==> src/hdl/rtcdc_pkg.sv <==
// ----------------------------------------------------------------------------
// RTC BCD date/time decode package
// Shared types, field limits and helper functions for the clock snapshot
// decoder and its checker.
// ----------------------------------------------------------------------------
`default_nettype none

package rtcdc_pkg;

    // Result status codes; the fourth code is never produced.
    typedef enum logic [1:0] {
        STATUS_OK        = 2'd0,
        STATUS_INVALID   = 2'd1,
        STATUS_READ_FAIL = 2'd2
    } status_t;

    // Field widths.
    localparam int unsigned BCD_W     = 8;
    localparam int unsigned YEAR_W    = 12;
    localparam int unsigned MONTH_W   = 4;
    localparam int unsigned DAY_W     = 5;
    localparam int unsigned WEEKDAY_W = 3;
    localparam int unsigned HOUR_W    = 5;
    localparam int unsigned MINUTE_W  = 6;
    localparam int unsigned SECOND_W  = 6;
    localparam int unsigned VALUE_W   = 7;   // binary value of two BCD digits, 0..99

    // Stream widths.
    localparam int unsigned S_TDATA_W = 7 * BCD_W;
    localparam int unsigned M_TDATA_W = 48;
    localparam int unsigned M_USED_W  = YEAR_W + MONTH_W + DAY_W + WEEKDAY_W
                                        + HOUR_W + MINUTE_W + SECOND_W;

    // Decoded field limits.
    localparam logic [VALUE_W-1:0] YEAR_MAX    = 7'd99;
    localparam logic [VALUE_W-1:0] MONTH_MAX   = 7'd12;
    localparam logic [VALUE_W-1:0] DAY_MAX     = 7'd31;
    localparam logic [VALUE_W-1:0] WEEKDAY_MAX = 7'd6;
    localparam logic [VALUE_W-1:0] HOUR_MAX    = 7'd23;
    localparam logic [VALUE_W-1:0] MINUTE_MAX  = 7'd59;
    localparam logic [VALUE_W-1:0] SECOND_MAX  = 7'd59;

    localparam logic [YEAR_W-1:0]  YEAR_BASE   = 12'd2000;
    localparam logic [MONTH_W-1:0] MONTH_FEB   = 4'd2;
    localparam logic [MONTH_W-1:0] MONTH_DEC   = 4'd12;

    // One decoded result as it leaves the decoder.
    typedef struct packed {
        status_t                status;
        logic [YEAR_W-1:0]      full_year;
        logic [MONTH_W-1:0]     month_out;
        logic [DAY_W-1:0]       day_out;
        logic [WEEKDAY_W-1:0]   weekday_out;
        logic [HOUR_W-1:0]      hour_out;
        logic [MINUTE_W-1:0]    minute_out;
        logic [SECOND_W-1:0]    second_out;
    } result_t;

    // True when both nibbles are decimal digits.
    function automatic logic bcd_digits_ok(input logic [BCD_W-1:0] b);
        return (b[7:4] <= 4'd9) && (b[3:0] <= 4'd9);
    endfunction

    // Binary value of a BCD byte: tens * 10 + units, built from shifts.
    function automatic logic [VALUE_W-1:0] bcd_value(input logic [BCD_W-1:0] b);
        logic [VALUE_W-1:0] tens;
        tens = {3'b000, b[7:4]};
        return (tens << 3) + (tens << 1) + {3'b000, b[3:0]};
    endfunction

    // Days in a month for a non-leap year; codes outside 1..12 give zero.
    function automatic logic [DAY_W-1:0] month_days(input logic [MONTH_W-1:0] mo);
        logic [DAY_W-1:0] d;
        unique case (mo)
            4'd1, 4'd3, 4'd5, 4'd7, 4'd8, 4'd10, 4'd12: d = 5'd31;
            4'd4, 4'd6, 4'd9, 4'd11:                    d = 5'd30;
            4'd2:                                       d = 5'd28;
            default:                                    d = 5'd0;
        endcase
        return d;
    endfunction

endpackage

`default_nettype wire

==> src/hdl/rtcdc_decode.sv <==
// ----------------------------------------------------------------------------
// RTC BCD snapshot decoder
// Checks the seven BCD bytes of one snapshot against their digit rules and
// field limits, checks the day against the month length and builds the
// status and decoded fields.
// ----------------------------------------------------------------------------
`default_nettype none

module rtcdc_decode (
    input  wire logic                           read_failed,
    input  wire logic [rtcdc_pkg::BCD_W-1:0]    year_bcd,
    input  wire logic [rtcdc_pkg::BCD_W-1:0]    month_bcd,
    input  wire logic [rtcdc_pkg::BCD_W-1:0]    day_bcd,
    input  wire logic [rtcdc_pkg::BCD_W-1:0]    weekday_bcd,
    input  wire logic [rtcdc_pkg::BCD_W-1:0]    hour_bcd,
    input  wire logic [rtcdc_pkg::BCD_W-1:0]    minute_bcd,
    input  wire logic [rtcdc_pkg::BCD_W-1:0]    second_bcd,
    output rtcdc_pkg::result_t                  result
);

    logic [rtcdc_pkg::VALUE_W-1:0] yr, mo, dy, wd, hr, mi, se;
    logic                          digits_ok;
    logic                          limits_ok;
    logic                          leap;
    logic [rtcdc_pkg::DAY_W-1:0]   day_limit;
    logic                          date_ok;
    logic [rtcdc_pkg::YEAR_W-1:0]  full_year;

    // Binary values of every byte.
    assign yr = rtcdc_pkg::bcd_value(year_bcd);
    assign mo = rtcdc_pkg::bcd_value(month_bcd);
    assign dy = rtcdc_pkg::bcd_value(day_bcd);
    assign wd = rtcdc_pkg::bcd_value(weekday_bcd);
    assign hr = rtcdc_pkg::bcd_value(hour_bcd);
    assign mi = rtcdc_pkg::bcd_value(minute_bcd);
    assign se = rtcdc_pkg::bcd_value(second_bcd);

    // Every nibble must be a decimal digit.
    assign digits_ok = rtcdc_pkg::bcd_digits_ok(year_bcd)
                     & rtcdc_pkg::bcd_digits_ok(month_bcd)
                     & rtcdc_pkg::bcd_digits_ok(day_bcd)
                     & rtcdc_pkg::bcd_digits_ok(weekday_bcd)
                     & rtcdc_pkg::bcd_digits_ok(hour_bcd)
                     & rtcdc_pkg::bcd_digits_ok(minute_bcd)
                     & rtcdc_pkg::bcd_digits_ok(second_bcd);

    // Upper field limits; month and day lower bounds follow below.
    assign limits_ok = (yr <= rtcdc_pkg::YEAR_MAX)
                     & (mo <= rtcdc_pkg::MONTH_MAX)
                     & (dy <= rtcdc_pkg::DAY_MAX)
                     & (wd <= rtcdc_pkg::WEEKDAY_MAX)
                     & (hr <= rtcdc_pkg::HOUR_MAX)
                     & (mi <= rtcdc_pkg::MINUTE_MAX)
                     & (se <= rtcdc_pkg::SECOND_MAX);

    assign full_year = rtcdc_pkg::YEAR_BASE + {5'b00000, yr};

    // The years 2000..2099 are leap years exactly when divisible by four:
    // 2000 is the only century in range and it is divisible by 400.
    assign leap = (full_year[1:0] == 2'b00);

    // Month length with the February leap day added.
    always_comb begin
        day_limit = rtcdc_pkg::month_days(mo[rtcdc_pkg::MONTH_W-1:0]);
        if ((mo[rtcdc_pkg::MONTH_W-1:0] == rtcdc_pkg::MONTH_FEB) && leap) begin
            day_limit = day_limit + 5'd1;
        end
    end

    assign date_ok = (mo != '0)
                   && (mo <= {3'b000, rtcdc_pkg::MONTH_DEC})
                   && (dy != '0)
                   && (dy[rtcdc_pkg::DAY_W-1:0] <= day_limit);

    // Status and fields; fields stay zero unless the snapshot is good.
    always_comb begin
        result = '0;
        priority if (read_failed) begin
            result.status = rtcdc_pkg::STATUS_READ_FAIL;
        end else if (digits_ok && limits_ok && date_ok) begin
            result.status      = rtcdc_pkg::STATUS_OK;
            result.full_year   = full_year;
            result.month_out   = mo[rtcdc_pkg::MONTH_W-1:0];
            result.day_out     = dy[rtcdc_pkg::DAY_W-1:0];
            result.weekday_out = wd[rtcdc_pkg::WEEKDAY_W-1:0];
            result.hour_out    = hr[rtcdc_pkg::HOUR_W-1:0];
            result.minute_out  = mi[rtcdc_pkg::MINUTE_W-1:0];
            result.second_out  = se[rtcdc_pkg::SECOND_W-1:0];
        end else begin
            result.status = rtcdc_pkg::STATUS_INVALID;
        end
    end

endmodule

`default_nettype wire

==> src/hdl/rtc_bcd_datetime_decode_check_unit.sv <==
// Path: a request is held in the input register and its decoded result in the result register.
// Throughput: one request per cycle; the input register and the result
// register form a two-stage pipeline that advances whenever the result
// register is free or being read.
// Reset: aresetn low clears both stage valid flags; payload is not reset.
// ----------------------------------------------------------------------------
// RTC BCD date/time decode and check unit
// Stream front end for the clock snapshot decoder: input register, decode
// logic and result register.
// ----------------------------------------------------------------------------
`default_nettype none

module rtc_bcd_datetime_decode_check_unit (
    input  wire logic                               aclk,
    input  wire logic                               aresetn,
    // Request channel.
    input  wire logic                               s_tvalid,
    output logic                                    s_tready,
    // year_bcd, month_bcd, day_bcd, weekday_bcd, hour_bcd, minute_bcd, second_bcd
    input  wire logic [rtcdc_pkg::S_TDATA_W-1:0]    s_tdata,
    // read_failed
    input  wire logic                               s_tuser,
    // Result channel.
    output logic                                    m_tvalid,
    input  wire logic                               m_tready,
    // full_year, month_out, day_out, weekday_out, hour_out, minute_out,
    // second_out, then zero fill
    output logic [rtcdc_pkg::M_TDATA_W-1:0]         m_tdata,
    // status
    output logic [1:0]                              m_tuser
);

    logic                                in_valid_reg, in_valid_next;
    logic [rtcdc_pkg::S_TDATA_W-1:0]     in_data_reg;
    logic                                in_fail_reg;
    logic                                out_valid_reg, out_valid_next;
    rtcdc_pkg::result_t                  out_result_reg;
    rtcdc_pkg::result_t                  dec_result;
    logic                                out_ready;

    // Pipeline flow control.
    assign out_ready = !out_valid_reg || m_tready;
    assign s_tready  = !in_valid_reg || out_ready;

    always_comb begin
        in_valid_next  = s_tready  ? s_tvalid     : in_valid_reg;
        out_valid_next = out_ready ? in_valid_reg : out_valid_reg;
    end

    // Stage valid flags.
    always_ff @(posedge aclk) begin
        if (!aresetn) begin
            in_valid_reg  <= 1'b0;
            out_valid_reg <= 1'b0;
        end else begin
            in_valid_reg  <= in_valid_next;
            out_valid_reg <= out_valid_next;
        end
    end

    // Input register.
    always_ff @(posedge aclk) begin
        if (s_tvalid && s_tready) begin
            in_data_reg <= s_tdata;
            in_fail_reg <= s_tuser;
        end
    end

    rtcdc_decode u_decode (
        .read_failed (in_fail_reg),
        .year_bcd    (in_data_reg[7:0]),
        .month_bcd   (in_data_reg[15:8]),
        .day_bcd     (in_data_reg[23:16]),
        .weekday_bcd (in_data_reg[31:24]),
        .hour_bcd    (in_data_reg[39:32]),
        .minute_bcd  (in_data_reg[47:40]),
        .second_bcd  (in_data_reg[55:48]),
        .result      (dec_result)
    );

    // Result register.
    always_ff @(posedge aclk) begin
        if (in_valid_reg && out_ready) begin
            out_result_reg <= dec_result;
        end
    end

    // Output packing.
    assign m_tvalid = out_valid_reg;
    assign m_tuser  = out_result_reg.status;
    assign m_tdata  = {
        {(rtcdc_pkg::M_TDATA_W - rtcdc_pkg::M_USED_W){1'b0}},
        out_result_reg.second_out,
        out_result_reg.minute_out,
        out_result_reg.hour_out,
        out_result_reg.weekday_out,
        out_result_reg.day_out,
        out_result_reg.month_out,
        out_result_reg.full_year
    };

endmodule

`default_nettype wire

==> config.mk <==
export PLATFORM = sky130hd
export DESIGN_NAME = rtc_bcd_datetime_decode_check_unit
export DESIGN_NICKNAME = d
export VERILOG_FILES = /design/src/hdl/rtcdc_pkg.sv /design/src/hdl/rtcdc_decode.sv /design/src/hdl/rtc_bcd_datetime_decode_check_unit.sv
export SDC_FILE = /design/constraint.sdc
export NUM_CORES = 1
export LEC_CHECK = 0
export BUFFER_PORTS_ARGS = -buffer_cell sky130_fd_sc_hd__buf_2
export CAP_MARGIN = 10
export CORE_MARGIN = 1.5
export CORE_UTILIZATION = 55
export CTS_BUF_LIST = sky130_fd_sc_hd__clkbuf_2
export DETAILED_ROUTE_END_ITERATION = 10
export PLACE_DENSITY = 0.8
export SLEW_MARGIN = 20
export SYNTH_ARGS = -nofsm -noshare
export SYNTH_HDL_FRONTEND = slang
export SYNTH_SLANG_ARGS = --single-unit
==> constraint.sdc <==
create_clock -name aclk -period 7.8 [get_ports aclk]
set_input_delay 0.39 -clock aclk [delete_from_list [all_inputs] [get_ports aclk]]
set_output_delay 0.39 -clock aclk [all_outputs]
set_load 0.02 [all_outputs]
## Yosys cells after proc, flatten, opt, wreduce, memory -nomap -nowiden

Memory sizes are Yosys's and may differ from the RTL's.
Index checks and enable logic that the tools add are counted.
W data, S select, Z words.

- Output and inout port bits: 52
- Word-level logic and storage cells: 90
- Bits in read-only memories: 80
- Register bits after elaboration: 102
- Bits of input ports: 61
- Memories kept: 1

- Eq/ne operators: 1
- Multiplexer cells: 2
- Reductions and logical operators: 23
- Magnitude comparators: 22
- Bitwise gates (word level): 13
- Add/sub/neg operators: 16

Memories:

| name | words | bits a word | read ports | clocked after Yosys merged registers in | write ports | RTL line | RTL |
|---|---|---|---|---|---|---|---|
| (name not given) | 16 | 5 | 1 | 0 | 0 | rtcdc_pkg.sv:74 | `unique case (mo)` |

Operators with widths:

| cell | count |
|---|---|
| $le A4 B4 Y1 const B | 14 |
| $add A7 B4 Y7 | 7 |
| $add A7 B5 Y7 | 7 |
| $logic_and A1 B1 Y1 | 15 |
| $le A7 B5 Y1 const B | 2 |
| $le A7 B6 Y1 const B | 2 |
| $reduce_bool A7 Y1 | 2 |
| $add A11 B7 Y12 const A | 1 |
| $and A1 B1 Y1 | 12 |
| $le A7 B3 Y1 const B | 1 |
| $le A7 B4 Y1 const B | 1 |
| $le A7 B7 Y1 const B | 1 |
| $add A5 B1 Y5 const B | 1 |
| $le A5 B5 Y1 | 1 |
| $mux W5 | 1 |
| $eq A4 B2 Y1 const B | 1 |
| $logic_not A1 Y1 | 2 |
| $logic_not A2 Y1 | 1 |
| $logic_or A1 B1 Y1 | 2 |
| $reduce_or A2 Y1 | 1 |
| $mux W1 | 1 |
| $not A1 Y1 | 1 |

## Longest topological paths before layout

- Word-level depth: 13
- Depth in mapped cells: 21
- Depth with buffers taken out: 19

## By module

Synthesis repeated with hierarchy kept, for this count alone.

- Cells, all modules: 430
- Area total of the unflattened synthesis: 5,824.3 µm²

By module, submodules not included:

| module | area each (µm²) | instances | sequential area each (µm²) | cells each |
|---|---|---|---|---|
| rtc_bcd_datetime_decode_check_unit | 3,163.0 | 1 | 3,042.9 | 117 |
| rtcdc_decode | 2,661.3 | 1 | 0.0 | 313 |

## Worst setup path before layout

No wires, ideal clock.

- Path kind: reg2reg
- Start point: reg in_data_reg[11] (netlist bit)
- End point: reg out_result_reg, in the netlist m_tuser[0] (data pin)
- Buffers on the path: 2
- Arrival: 4,202 ps
- Period minus slack after synthesis: 4,457 ps
- Data required time: 7,545 ps
- Cell stages (with the launch flop): 21
- Library setup time: 255 ps
- Path slack: 3,343 ps
- Cell sequence: edfxtp_1 > fa_1 > inv_1 > fa_1 > nand2b_1 > nor2_1 > nor2_1 > ha_1 > inv_1 > ha_1 > nand2_1 > nand2_1 > ha_1 > nand3_1 > a21boi_0 > o32ai_1 > nand4_1 > or4_1 > buf_2 > buf_6 > o21ba_1

- Longest elaborated chain between the ends: 11
- Elaborated cells between the ends (all ways): 29
- Classes of those cells: 2 x add/sub; 3 x order compare; 1 x eq/ne; 2 x mux; 12 x bitwise; 8 x reduce/logical; 1 x memory

RTL lines:

| what | RTL line | RTL |
|---|---|---|
| start, declared | rtc_bcd_datetime_decode_check_unit.sv:34 | `logic [rtcdc_pkg::S_TDATA_W-1:0] in_data_reg;` |
| start signal, assigned | rtc_bcd_datetime_decode_check_unit.sv:64 | `in_data_reg <= s_tdata;` |
| parallel branches: the longest is 9 deep, another holds $add A7 B4 Y7 | n/a |  |
| $logic_and A1 B1 Y1 * | rtcdc_decode.sv:80 | `end else if (digits_ok && limits_ok && date_ok) begin` |
| $mux W1 * | rtcdc_decode.sv:80 |  |
| end signal, assigned | rtc_bcd_datetime_decode_check_unit.sv:84 | `out_result_reg <= dec_result;` |
| end, declared | rtc_bcd_datetime_decode_check_unit.sv:37 | `rtcdc_pkg::result_t out_result_reg;` |

Mark *: on every way between the ends.
A chain may end at the register's enable or synchronous reset.

## Worst setup path in the final report

Ends and elaborated chain as after synthesis.

==> reports/summary.txt <==
CRITICAL PATH
----------------------------------------------------------------------------------------
First element of the critical path                                          in_data_reg[11]
Critical path start-end classification                                        reg -> reg
Maximum fanout count along the critical path                                          23
Critical Path Sink Type                                                         register
Critical Path AT                                                                 5640 ps
Worst setup path endpoint                                                     m_tuser[0]
Worst reg-to-reg setup slack                                                     2530 ps
Startpoint kind of the worst setup timing path                                  register
Path depth of the worst reg2reg path                                                  19
Critical R2R Capture                                                          m_tuser[0]
Data required, critical path                                                     8170 ps
RR Startpoint                                                               in_data_reg[11]

SYNTH
----------------------------------------------------------------------------------------
Primary flip-flop cell chosen by synthesis mapping                          sky130_fd_sc_hd__edfxtp_1
Syn avg cell area                                                               13.5 um2
Share of synthesized cell area in and, or, nand and nor gates                      12.0%
Mux share of post-synthesis cell area                                             0.181%
Sequential share of the synthesized area                                           53.9%
Post-synthesis sequential element count                                              100
Share of flip-flops with an asynchronous set or reset                                 0%
Post-Synth Adder-Cell Area                                                         18.4%
Post-synth design cell area                                                  0.00554 mm2
Number of warning messages in the yosys log                                            0
Post-synth EDFFs                                                                      98
Post-synthesis xor/xnor area fraction                                              2.85%
Combinational family with the most area after synthesis                      adder cells
Library cells used by synthesis                                                       43
Count of mapped cells out of synthesis                                               410
Compound-cell area share of the yosys netlist                                      6.80%

PWR
----------------------------------------------------------------------------------------
Total design power                                                             0.00117 W
LEAKAGE                                                                          2.86 nW
Cell area power density                                                       170 mW/mm2
Combinational share of power                                                       25.0%
Switching part of the total                                                        29.6%
Switching power total                                                         0.000345 W
Sequential cell fraction of total power                                            54.7%
Clk pwr share                                                                      20.4%
Worst IR drop on VDD                                                            0.105 mV
Internal portion of total power                                               0.000821 W

FLOORPLAN
----------------------------------------------------------------------------------------
Die Span Y                                                                        103 um
Starting density of the core                                                       56.7%
Number of primary I/O pins                                                           113
Die outline width                                                                 103 um
Core box area                                                                0.00977 mm2
Placement Rows                                                                        36
Area enclosed by the die boundary                                             0.0107 mm2

GLOBAL ROUTING
----------------------------------------------------------------------------------------
Vias in the first global route                                                      3708
Antenna violations before repair                                                       0
Overflow after GRT                                                                     0
Overall Global Routing Usage                                                       21.6%
Pin count of the biggest net entering global routing                                  58
Wire length of the first global-routing pass                                     16.9 mm

CLOCK NETWORK
----------------------------------------------------------------------------------------
Root Buffer Master                                                          sky130_fd_sc_hd__clkbuf_2
Total CTS buffers                                                                      9
H-tree level count                                                                     3
Clk slew on worst S/H paths                                                       270 ps
CTS tree                                                                            done
PostCTS Resize Cnt                                                                     0
Number of buffers inserted by post-CTS setup repair                                    0
Latest clock arrival within the worst-skew pair                                   580 ps
Clk buf depth                                                                          2
CTS sink count                                                                       100

PLACEMENT
----------------------------------------------------------------------------------------
RD Place Congestion                                                                0.827
Port Buf Inserts                                                                     105
Pre-CTS setup slack                                                              2480 ps
HPWL after detailed placement                                                    7.48 mm
Placement-stage cell area                                                    0.00614 mm2

TIMING
----------------------------------------------------------------------------------------
Slew margin rel.                                                                   31.3%
Setup skew after layout                                                          30.1 ps
Number of failing setup endpoints in the final timing report                           0
Pins over their slew limit                                                             0
Max Clk Rate                                                                     190 MHz
Total Negative Setup Slacks                                                         0 ps
Final Hold Viols                                                                       0
Final critical path time including I/O delays and setup                          5270 ps
RSZ-0062 raised after global routing                                               false
Worst Setup Slack, final                                                         2530 ps
Worst Tran Pin Value                                                             1030 ps
Portion of the clock cycle consumed by the worst path in the final layout          67.6%

ROUTING
----------------------------------------------------------------------------------------
Wire per inst                                                                    15.5 um
Total iterations of the first detailed-routing run                                     4
# DRC                                                                                  0
Remaining antenna violation count                                                      0
Detail-routed via count per cell                                                    5.20
Number of violations reported at the end of detailed-routing iteration 0             119
Detailed Route WL                                                                11.0 mm
Total vias in the final route                                                       3713

FINAL LAYOUT
----------------------------------------------------------------------------------------
Count of nets after finishing                                                        710
Area added between synthesis and finish                                            24.0%
Share of post-route cells with drive strength above 1                              28.6%
Largest register FFs                                                                  56
Fraction of the core area covered by cells at the end of the flow                  70.3%
Diode count                                                                            0
Summed area of non-filler cells in the final layout                          0.00687 mm2

RUN
----------------------------------------------------------------------------------------
Count of maximum capacitance violations                                                0

RUN STATUS
----------------------------------------------------------------------------------------
Result of the run                                                           finished clean

HOLD PATH
----------------------------------------------------------------------------------------
Hold path startpoint                                                            s_tvalid
Class of the most critical hold timing path                                    in -> reg

==> synthesized netlist by cell type (all sizes together), types with 3 or more instances <==
cell / instances / area (um2)
a21o: 13 / 97.6
a21oi: 14 / 70.1
buf: 18 / 135
edfxtp: 98 / 2940
fa: 14 / 280
ha: 59 / 738
inv: 51 / 191
nand2: 12 / 45.0
nand2b: 4 / 25.0
nand4: 9 / 56.3
nor2: 9 / 36.3
nor2b: 4 / 25.0
nor3: 36 / 360
nor3b: 3 / 37.5
nor4: 4 / 25.0
o21ai: 17 / 85.1
xnor2: 7 / 61.3
xor2: 11 / 96.3
==> cell usage in the layout (no fill, tap or decap), types with 2 or more instances in the layout <==
master and count:
sky130_fd_sc_hd__nor2_1 8, sky130_fd_sc_hd__clkinv_1 2, sky130_fd_sc_hd__clkbuf_2 10, sky130_fd_sc_hd__clkinv_2 2
sky130_fd_sc_hd__nand2b_1 4, sky130_fd_sc_hd__nand4_1 9, sky130_fd_sc_hd__xnor2_1 7, sky130_fd_sc_hd__o21ai_0 17
sky130_fd_sc_hd__a211oi_1 2, sky130_fd_sc_hd__buf_12 2, sky130_fd_sc_hd__o211ai_1 2, sky130_fd_sc_hd__ha_1 59
sky130_fd_sc_hd__nand2_1 12, sky130_fd_sc_hd__xor2_1 11, sky130_fd_sc_hd__conb_1 7, sky130_fd_sc_hd__edfxtp_1 98
sky130_fd_sc_hd__dlygate4sd3_1 58, sky130_fd_sc_hd__nor2b_1 3, sky130_fd_sc_hd__a21o_1 13, sky130_fd_sc_hd__inv_1 51
sky130_fd_sc_hd__o21a_1 2, sky130_fd_sc_hd__dfxtp_1 2, sky130_fd_sc_hd__nor3b_2 3, sky130_fd_sc_hd__nand3_1 2
sky130_fd_sc_hd__buf_4 2, sky130_fd_sc_hd__nor3_2 36, sky130_fd_sc_hd__and3_1 2, sky130_fd_sc_hd__fa_1 14
sky130_fd_sc_hd__buf_2 105, sky130_fd_sc_hd__nor4_1 4, sky130_fd_sc_hd__a21oi_1 14
==> cells by family after synthesis <==
| logic type | after synthesis |
|---|---|
| compound gates | 59 |
| xor+xnor | 18 |
| buf+inv | 69 |
| fa+ha+maj | 73 |
| other cells | 1 |
| mux | 1 |
| flops | 100 |
| simple gates | 89 |
==> per-stage QoR <==
stage               instances  hold WS, ps
global route              714         6.61
finish                    714         23.5
CTS                       712         2.65
detailed placement        638          475
floorplan                 416          441
global placement          638          481
==> power by group through the flow <==
stage,Combinational [W],Clock [W],Sequential [W]
after global routing,0.000327,0.000262,0.000641
final,0.000291,0.000238,0.000638
after detailed placement,0.000262,0,0.000649
after floorplan,0.000178,0,0.000661
after global placement,0.000247,0,0.000648
after CTS,0.000287,0.000241,0.000637
==> routing by layer <==
metal | track usage [%] | share of wire (%)
met5 | 0 | 0
met4 | 12.4 | 3.5
met3 | 3.97 | 4.8
met2 | 39.3 | 55
met1 | 23.7 | 37
==> worst max-delay path, cell delays in order (launching register included) <==
cell and delay, ps:
sky130_fd_sc_hd__edfxtp_1 470, sky130_fd_sc_hd__fa_1 580, sky130_fd_sc_hd__inv_1 60, sky130_fd_sc_hd__fa_1 640, sky130_fd_sc_hd__nand2b_1 170, sky130_fd_sc_hd__nor2_1 60
sky130_fd_sc_hd__nor2_1 150, sky130_fd_sc_hd__ha_1 180, sky130_fd_sc_hd__inv_1 40, sky130_fd_sc_hd__ha_1 260, sky130_fd_sc_hd__nand2_1 60, sky130_fd_sc_hd__nand2_1 70
sky130_fd_sc_hd__ha_1 300, sky130_fd_sc_hd__nand3_1 90, sky130_fd_sc_hd__a21boi_0 90, sky130_fd_sc_hd__o32ai_1 280, sky130_fd_sc_hd__nand4_1 100, sky130_fd_sc_hd__or4_2 1000
sky130_fd_sc_hd__buf_12 300, sky130_fd_sc_hd__o21ba_1 180
==> cell type report <==
type	instances	area (um2)
clock inverters	6	55.1
well taps	133	166
flip-flops and latches	100	2980
inverters	51	191
fillers	678	2910
clock buffers	10	50.0
multi-input cells	247	2260
repair buffers	167	1160
==> how the worst min path moves through the flow <==
stage	cells after the start	slack [ps]	endpoint
after detailed placement	0	480	m_tuser[1]
after global routing	3	7	in_valid_reg
final	3	20	in_valid_reg
after floorplan	0	440	m_tuser[1]
after CTS	3	3	in_valid_reg
after global placement	0	480	m_tuser[1]
==> repair_timing <==
item / CTS / global route
hold endpoints to repair: 59 / 0
endpoints found under the setup margin: 0 / 0
hold buffers: 58 / 0
Power figures use the tool's default switching activity.
